--- src/ihex_pkg.sv ---
// Shared types, codes and the hex digit decoder for the HEX record parser.
`timescale 1ns / 1ps
`default_nettype none
package ihex_pkg;

  // Field widths
  localparam int unsigned CharW  = 8;
  localparam int unsigned KindW  = 3;
  localparam int unsigned AddrW  = 16;
  localparam int unsigned ByteW  = 8;
  localparam int unsigned NibW   = 4;

  // Characters of note
  localparam logic [CharW-1:0] CHAR_COLON = 8'h3A;
  localparam logic [CharW-1:0] CHAR_ZERO  = 8'h30;
  localparam logic [CharW-1:0] CHAR_NINE  = 8'h39;
  localparam logic [CharW-1:0] CHAR_UC_A  = 8'h41;
  localparam logic [CharW-1:0] CHAR_UC_F  = 8'h46;
  localparam logic [CharW-1:0] CHAR_LC_A  = 8'h61;
  localparam logic [CharW-1:0] CHAR_LC_F  = 8'h66;

  // Record types
  localparam logic [ByteW-1:0] REC_DATA = 8'h00;
  localparam logic [ByteW-1:0] REC_EOF  = 8'h01;

  // Event codes
  localparam logic [KindW-1:0] EV_WRITE     = 3'd0;
  localparam logic [KindW-1:0] EV_OK        = 3'd1;
  localparam logic [KindW-1:0] EV_CSUM_ERR  = 3'd2;
  localparam logic [KindW-1:0] EV_EOF       = 3'd3;
  localparam logic [KindW-1:0] EV_MALFORMED = 3'd4;

  // Parse phase, one-hot
  typedef enum logic [6:0] {
    PH_IDLE    = 7'b0000001,
    PH_COUNT   = 7'b0000010,
    PH_ADDR_HI = 7'b0000100,
    PH_ADDR_LO = 7'b0001000,
    PH_TYPE    = 7'b0010000,
    PH_DATA    = 7'b0100000,
    PH_CSUM    = 7'b1000000
  } ihex_phase_t;

  // One result from the parser towards the output register
  typedef struct packed {
    logic             vld;
    logic [KindW-1:0] kind;
    logic [AddrW-1:0] addr;
    logic [ByteW-1:0] data;
    logic [ByteW-1:0] rkind;
  } ihex_res_t;

  // Digit value in the low four bits; top bit set when not a hex digit
  function automatic logic [NibW:0] hex_value(input logic [CharW-1:0] c);
    logic [NibW:0] v;
    v = {1'b1, {NibW{1'b0}}};
    if (c >= CHAR_ZERO && c <= CHAR_NINE) begin
      v = {1'b0, c[NibW-1:0]};
    end else if ((c >= CHAR_UC_A && c <= CHAR_UC_F) || (c >= CHAR_LC_A && c <= CHAR_LC_F)) begin
      // 'A'/'a' have low nibble 1, so add 9 to reach 10
      v = {1'b0, c[NibW-1:0] + 4'd9};
    end
    return v;
  endfunction

endpackage
`default_nettype wire

--- src/ihex_in_stage.sv ---
// Input register for the character request channel.
`timescale 1ns / 1ps
`default_nettype none
module ihex_in_stage (
  input  wire logic                       clk,
  input  wire logic                       rst_n,
  input  wire logic                       in_valid,
  output logic                            in_stall,
  input  wire logic [ihex_pkg::CharW-1:0] in_char,
  input  wire logic                       adv,
  output logic                            hold_vld,
  output logic [ihex_pkg::CharW-1:0]      hold_char
);
  import ihex_pkg::*;

  logic             vld_r, vld_nxt;
  logic [CharW-1:0] char_r;
  logic             take;

  // Full register stalls unless it drains this cycle
  assign in_stall = vld_r && !adv;
  assign take     = in_valid && !in_stall;

  always_comb begin
    vld_nxt = vld_r;
    if (take) begin
      vld_nxt = 1'b1;
    end else if (adv) begin
      vld_nxt = 1'b0;
    end
  end

  always_ff @(posedge clk) begin
    if (!rst_n) begin
      vld_r <= 1'b0;
    end else begin
      vld_r <= vld_nxt;
    end
  end

  // Character payload, no reset needed
  always_ff @(posedge clk) begin
    if (take) begin
      char_r <= in_char;
    end
  end

  assign hold_vld  = vld_r;
  assign hold_char = char_r;
endmodule
`default_nettype wire

--- src/ihex_parser.sv ---
// Record state machine: decodes one character per cycle while adv is high and forms events.
`timescale 1ns / 1ps
`default_nettype none
module ihex_parser (
  input  wire logic                       clk,
  input  wire logic                       rst_n,
  input  wire logic                       adv,
  input  wire logic [ihex_pkg::CharW-1:0] char_in,
  output ihex_pkg::ihex_res_t             res
);
  import ihex_pkg::*;

  ihex_phase_t      phase_r, phase_nxt;
  logic [NibW-1:0]  high_r, high_nxt;
  logic             half_r, half_nxt;
  logic [ByteW-1:0] left_r, left_nxt;
  logic [AddrW-1:0] addr_r, addr_nxt;
  logic [ByteW-1:0] sum_r, sum_nxt;
  logic [ByteW-1:0] type_r, type_nxt;

  logic [NibW:0]    hv;
  logic [ByteW-1:0] byte_val;
  logic [ByteW-1:0] sum_add;

  assign hv       = hex_value(char_in);
  assign byte_val = {high_r, hv[NibW-1:0]};
  assign sum_add  = sum_r + byte_val;

  // Next state and event
  always_comb begin
    phase_nxt = phase_r;
    high_nxt  = high_r;
    half_nxt  = half_r;
    left_nxt  = left_r;
    addr_nxt  = addr_r;
    sum_nxt   = sum_r;
    type_nxt  = type_r;
    res       = '0;
    res.rkind = type_r;

    if (phase_r == PH_IDLE) begin
      if (char_in == CHAR_COLON) begin
        phase_nxt = PH_COUNT;
        high_nxt  = '0;
        half_nxt  = 1'b0;
        sum_nxt   = '0;
        type_nxt  = '0;
        left_nxt  = '0;
      end
    end else if (hv[NibW]) begin
      // Non-hex character inside a record
      phase_nxt = PH_IDLE;
      half_nxt  = 1'b0;
      res.vld   = 1'b1;
      res.kind  = EV_MALFORMED;
    end else if (!half_r) begin
      high_nxt = hv[NibW-1:0];
      half_nxt = 1'b1;
    end else begin
      half_nxt = 1'b0;
      sum_nxt  = sum_add;
      case (phase_r)
        PH_COUNT: begin
          left_nxt  = byte_val;
          phase_nxt = PH_ADDR_HI;
        end
        PH_ADDR_HI: begin
          addr_nxt  = {byte_val, {(AddrW-ByteW){1'b0}}};
          phase_nxt = PH_ADDR_LO;
        end
        PH_ADDR_LO: begin
          addr_nxt  = {addr_r[AddrW-1:ByteW], byte_val};
          phase_nxt = PH_TYPE;
        end
        PH_TYPE: begin
          type_nxt  = byte_val;
          phase_nxt = (left_r != '0) ? PH_DATA : PH_CSUM;
        end
        PH_DATA: begin
          addr_nxt = addr_r + 1'b1;
          left_nxt = left_r - 1'b1;
          if (left_r == 8'd1) begin
            phase_nxt = PH_CSUM;
          end
          if (type_r == REC_DATA) begin
            res.vld  = 1'b1;
            res.kind = EV_WRITE;
            res.addr = addr_r;
            res.data = byte_val;
          end
        end
        PH_CSUM: begin
          phase_nxt = PH_IDLE;
          res.vld   = 1'b1;
          if (sum_add != '0) begin
            res.kind = EV_CSUM_ERR;
          end else if (type_r == REC_EOF) begin
            res.kind = EV_EOF;
          end else begin
            res.kind = EV_OK;
          end
        end
        default: begin
          phase_nxt = PH_IDLE;
        end
      endcase
    end
  end

  // State registers, updated only when a character moves on
  always_ff @(posedge clk) begin
    if (!rst_n) begin
      phase_r <= PH_IDLE;
      high_r  <= '0;
      half_r  <= 1'b0;
      left_r  <= '0;
      addr_r  <= '0;
      sum_r   <= '0;
      type_r  <= '0;
    end else if (adv) begin
      phase_r <= phase_nxt;
      high_r  <= high_nxt;
      half_r  <= half_nxt;
      left_r  <= left_nxt;
      addr_r  <= addr_nxt;
      sum_r   <= sum_nxt;
      type_r  <= type_nxt;
    end
  end
endmodule
`default_nettype wire

--- src/ihex_out_stage.sv ---
// Result register for the event request channel.
`timescale 1ns / 1ps
`default_nettype none
module ihex_out_stage (
  input  wire logic                        clk,
  input  wire logic                        rst_n,
  input  wire logic                        adv,
  input  wire ihex_pkg::ihex_res_t         res,
  output logic                             slot_free,
  output logic                             out_valid,
  input  wire logic                        out_stall,
  output logic [ihex_pkg::KindW-1:0]       out_event_kind,
  output logic [ihex_pkg::AddrW-1:0]       out_write_address,
  output logic [ihex_pkg::ByteW-1:0]       out_write_data,
  output logic [ihex_pkg::ByteW-1:0]       out_record_kind
);
  import ihex_pkg::*;

  logic             vld_r, vld_nxt;
  logic [KindW-1:0] kind_r;
  logic [AddrW-1:0] addr_r;
  logic [ByteW-1:0] data_r;
  logic [ByteW-1:0] rkind_r;

  // Slot is free when empty or being taken this cycle
  assign slot_free = !vld_r || !out_stall;

  always_comb begin
    vld_nxt = vld_r;
    if (adv) begin
      vld_nxt = res.vld;
    end else if (!out_stall) begin
      vld_nxt = 1'b0;
    end
  end

  always_ff @(posedge clk) begin
    if (!rst_n) begin
      vld_r <= 1'b0;
    end else begin
      vld_r <= vld_nxt;
    end
  end

  // Payload loads only with a new event
  always_ff @(posedge clk) begin
    if (adv && res.vld) begin
      kind_r  <= res.kind;
      addr_r  <= res.addr;
      data_r  <= res.data;
      rkind_r <= res.rkind;
    end
  end

  assign out_valid         = vld_r;
  assign out_event_kind    = kind_r;
  assign out_write_address = addr_r;
  assign out_write_data    = data_r;
  assign out_record_kind   = rkind_r;
endmodule
`default_nettype wire

--- src/intel_hex_record_parser_core.sv ---
// Path: an accepted character waits in the input register, and its event is registered in the output register.
// Throughput: one character per cycle unless a held event meets an output stall; set by the single parser state update.
// A held event stalls the input only while the output side stalls.
// Reset (rst_n low, synchronous) empties both registers and returns the
// parser to idle, waiting for a colon, with all record state cleared.
// Top level of the HEX record parser.
`timescale 1ns / 1ps
`default_nettype none
module intel_hex_record_parser_core (
  input  wire logic                       clk,
  input  wire logic                       rst_n,
  input  wire logic                       in_valid,
  output logic                            in_stall,
  input  wire logic [ihex_pkg::CharW-1:0] in_char_in,
  output logic                            out_valid,
  input  wire logic                       out_stall,
  output logic [ihex_pkg::KindW-1:0]      out_event_kind,
  output logic [ihex_pkg::AddrW-1:0]      out_write_address,
  output logic [ihex_pkg::ByteW-1:0]      out_write_data,
  output logic [ihex_pkg::ByteW-1:0]      out_record_kind
);
  import ihex_pkg::*;

  logic             hold_vld;
  logic [CharW-1:0] hold_char;
  logic             slot_free;
  logic             adv;
  ihex_res_t        res;

  // Character moves on when the result slot can take its outcome
  assign adv = hold_vld && slot_free;

  ihex_in_stage u_in (
    .clk       (clk),
    .rst_n     (rst_n),
    .in_valid  (in_valid),
    .in_stall  (in_stall),
    .in_char   (in_char_in),
    .adv       (adv),
    .hold_vld  (hold_vld),
    .hold_char (hold_char)
  );

  ihex_parser u_parse (
    .clk     (clk),
    .rst_n   (rst_n),
    .adv     (adv),
    .char_in (hold_char),
    .res     (res)
  );

  ihex_out_stage u_out (
    .clk               (clk),
    .rst_n             (rst_n),
    .adv               (adv),
    .res               (res),
    .slot_free         (slot_free),
    .out_valid         (out_valid),
    .out_stall         (out_stall),
    .out_event_kind    (out_event_kind),
    .out_write_address (out_write_address),
    .out_write_data    (out_write_data),
    .out_record_kind   (out_record_kind)
  );
endmodule
`default_nettype wire

--- config.mk ---
export PLATFORM = sky130hd
export DESIGN_NAME = intel_hex_record_parser_core
export DESIGN_NICKNAME = d
export VERILOG_FILES = /design/src/ihex_pkg.sv /design/src/ihex_in_stage.sv /design/src/ihex_parser.sv /design/src/ihex_out_stage.sv /design/src/intel_hex_record_parser_core.sv
export SDC_FILE = /design/constraint.sdc
export NUM_CORES = 1
export LEC_CHECK = 0
export CORE_ASPECT_RATIO = 1.5
export CORE_MARGIN = 8
export CORE_UTILIZATION = 64
export DETAILED_ROUTE_END_ITERATION = 10
export DONT_BUFFER_PORTS = 1
export HOLD_SLACK_MARGIN = 0.1
export PLACE_DENSITY = 0.8
export SYNTH_ARGS = -nofsm -noshare
export SYNTH_HDL_FRONTEND = slang
export SYNTH_SLANG_ARGS = --single-unit
--- constraint.sdc ---
create_clock -name clk -period 4.7 [get_ports clk]
set_input_delay 0.47 -clock clk [delete_from_list [all_inputs] [get_ports clk]]
set_output_delay 0.47 -clock clk [all_outputs]
set_load 0.02 [all_outputs]
==> out/summary.txt <==
Status = finished, final reports clean
Crit Path Class = register to register
Period utilisation layout = 93.44%
Largest net degree at the start of global routing = 39
Clk slew on worst S/H paths = 0.08 ns
Final Hold Fails = 0
Pwr/cell area = 307.1 mW/mm^2
Minimum clock period = 4.392 ns
Cell Area, Synth = 0.005059 mm^2
Core Rows = 39
Worst Path Buf+Inv = 1
Adder-cell share of the synthesized area = 4.106%
Cell family with most CP delay = compound AO/OA/AOI/OAI gates
Worst R2R Start = u_in.hold_char[0]
R2R Path End = u_out.out_event_kind[1]
Min-Delay Path Depth = 1
CP endpoint kind = register
Sequential share of the synthesized area = 46.90%
Hpwl dp = 8.976 mm
Vias in the first global route = 3990
Post-synth EDFFs = 43
Worst vdd ir = 0.0002525 V
Routability cong. = 0.9074
Total Neg Setup Slack = 0 ns
WP data required = 4.81 ns
Core Util, Final = 70.73%
#FFs+latches synth = 97
Synth top area share = 25.53%
Hold WC Path Type = primary input to register
GRT Util Overall = 23.33%
Post-synthesis compound-gate area fraction = 20.70%
Layout Area Growth over Synthesis = 7.123%
Hold EP = u_parse.phase_r[0]
Via count = 4217
Synth area leaders = edfxtp_1 26%, dfxtp_1 21%, ha_1 3.7%
Pins over their slew limit = 0
Cts hold-fix bufs = 0
Antenna-violating nets left = 0
Top-count cell post-synth = dfxtp_1
Biggest area consumer among synthesized cells = edfxtp_1
Cell Chain, Critical Path = inv_1 > ha_1 > o21ba_2 > o21ai_0 > nand2_1 > and2_1 > ha_1 > a211oi_1 > o21ai_0 > o31ai_1 > xnor2_1 > or4_1 > o311a_1
Post-CTS setup buffer count = 0
Clk buf depth = 2
Hold_sp = rst_n
Post-synthesis mux area share = 0.7915%
First-pass GRT wire length = 20.05 mm
Residual DRC count = 0
Max_cap viols = 0
Die Wd = 88.59 um
Asr flop ratio synth = 0%
Via/cell ratio = 6.726
Critical path arrival = 4.50 ns
Crit path max fanout = 6
Placed Area = 0.005107 mm^2
Ys Warns = 0
Cts repair resizes = 0
Avg Synthesized Cell Area = 9.509 um^2
H-tree Lvls = 3
Root buffer cell = clkbuf_16
Total Wirelength = 12.62 mm
Share of cells above drive strength 1 = 7.238%
Reg2reg path depth = 13
Design area = 0.005419 mm^2
Std-Cell Core Area = 0.007661 mm^2
Simple-Gate Fraction of Synth Area = 21.32%
LEAKAGE = 1.907 nW
Slowest CP cell = o21ai_0
Wire length per cell = 20.13 um
Full die area = 0.01106 mm^2
Slowest stage delay, CP = 0.49 ns
DRT iter0 DRCs = 352
CTS sink cnt = 97
Cells after synthesis = 532
Num CTS Buffers = 9
# IOs = 49
Commonest cells in the netlist = 54 x dfxtp_1, 48 x nor2_1, 43 x edfxtp_1, 35 x nand2_1, 34 x a21oi_1
Post-synthesis cell type count = 71
Die Y-Extent = 124.9 um
Synth Flop Type = dfxtp_1
Syn nets = 560
FMAX = 227.7 MHz
Inst Count DP = 611
Clock Latency Late Sink = 0.35 ns
Drt first pass iters = 5
Max-slew headroom at the worst pin = 29.50%
RSZ-0062 raised after global routing = false
Antenna diodes = 0
Final setup vio count = 0
Finished Layout Cells = 627
Clock Skew = 0.007914 ns
Startpoint Class = register
Grt ovf = 0
Initial antenna violation count = 0
Nets = 548
Post-synthesis xor/xnor area fraction = 2.424%
Slew @ Worst Pin = 1.051 ns
Starting Density = 66.03%
Port buffer count = 0
Reg2Reg Setup Slack = 0.31 ns
CTS tree = yes
Main combinational cell family by area after synthesis = simple AND/OR/NAND/NOR gates
[stage by stage]
step / worst slack, ns / hold slack (ns) / total power [mW]
floorplan: 1.004 / 0.4302 / 0.9349
global placement: 0.6678 / 0.4464 / 0.9405
detailed placement: 0.3983 / 0.4468 / 0.9426
CTS: 0.3881 / 0.2004 / 1.672
global route: 0.1235 / 0.2066 / 1.715
finish: 0.3082 / 0.2107 / 1.664
[logic make-up after synthesis]
group / after synthesis
multiplexers: 4
XOR/XNOR: 14
AND/OR/NAND/NOR: 199
flip-flops: 97
adder cells (fa/ha/maj): 16
buffers and inverters: 47
AO/OA/AOI/OAI: 155
[area by class of cell]
type / count / area (um^2)
clock buffer: 9 / 225.2
clock inverter: 7 / 86.33
fill: 597 / 2242
inverter: 20 / 75.07
multi-input combinational: 388 / 2502
sequential: 97 / 2372
tap: 102 / 127.6
timing repair buffer: 4 / 30.03
[sequential cells by signal, indices dropped and copies added (netlist names), 4 cells and up]
register and cells:
u_parse.sum_r 8, u_out.out_write_address 16, u_parse.left_r 8, u_in.hold_char 8, u_parse.type_r 8, u_parse.phase_r 7, u_parse.addr_r 16, u_parse.high_r 4
u_out.out_write_data 8, u_out.out_record_kind 8
[worst max path at each step]
stage,startpoint,end,slack (ns),cells past startpoint
after floorplan,u_in.hold_char[0],u_out.out_event_kind[1],1.00,13
after global placement,u_in.hold_char[0],u_out.out_event_kind[1],0.67,13
after detailed placement,u_in.hold_char[0],u_out.out_event_kind[1],0.40,13
after CTS,u_in.hold_char[0],u_out.out_event_kind[1],0.39,13
after global routing,u_in.hold_char[0],u_out.out_event_kind[1],0.12,13
final,u_in.hold_char[0],u_out.out_event_kind[1],0.31,13
[worst register-to-register path, cell delays in order, from the launching register on]
cell and delay [ns]:
edfxtp_1 0.45, inv_1 0.12, ha_1 0.27, o21ba_2 0.24, o21ai_0 0.49, nand2_1 0.30
and2_1 0.30, ha_1 0.28, a211oi_1 0.25, o21ai_0 0.21, o31ai_1 0.31, xnor2_1 0.15
or4_1 0.48, o311a_1 0.30
[power breakdown]
group          internal (mW)  switching, mW  leakage [nW]
Sequential             0.879        0.00606         0.800
Combinational         0.0126         0.0265         0.957
Clock                  0.381          0.359         0.151
[metal layers]
metal | vias up | routed length, um | track usage (%)
met5 | - | 0 | 0
met4 | 0 | 358 | 10.61
met1 | 2044 | 4928 | 27.12
li1 | 1959 | - | -
met3 | 30 | 863 | 4.557
met2 | 184 | 6468 | 39.43
[placed cells by master, fill, tap and decap left out, types with 5 or more instances in the layout]
cell type	count
o211ai_1	9
clkbuf_16	9
dfxtp_1	54
nor3_1	10
a31oi_1	9
nand3_1	32
o21ai_0	30
nor2_1	48
edfxtp_1	43
o31ai_1	7
inv_1	19
and3_1	15
xnor2_1	6
a22oi_1	9
o21a_1	8
xor2_1	8
a21o_1	7
nor4_1	5
ha_1	15
nand2_1	35
a21oi_1	34
and2_1	22
Note: power is estimated with default switching activity, not from simulation.
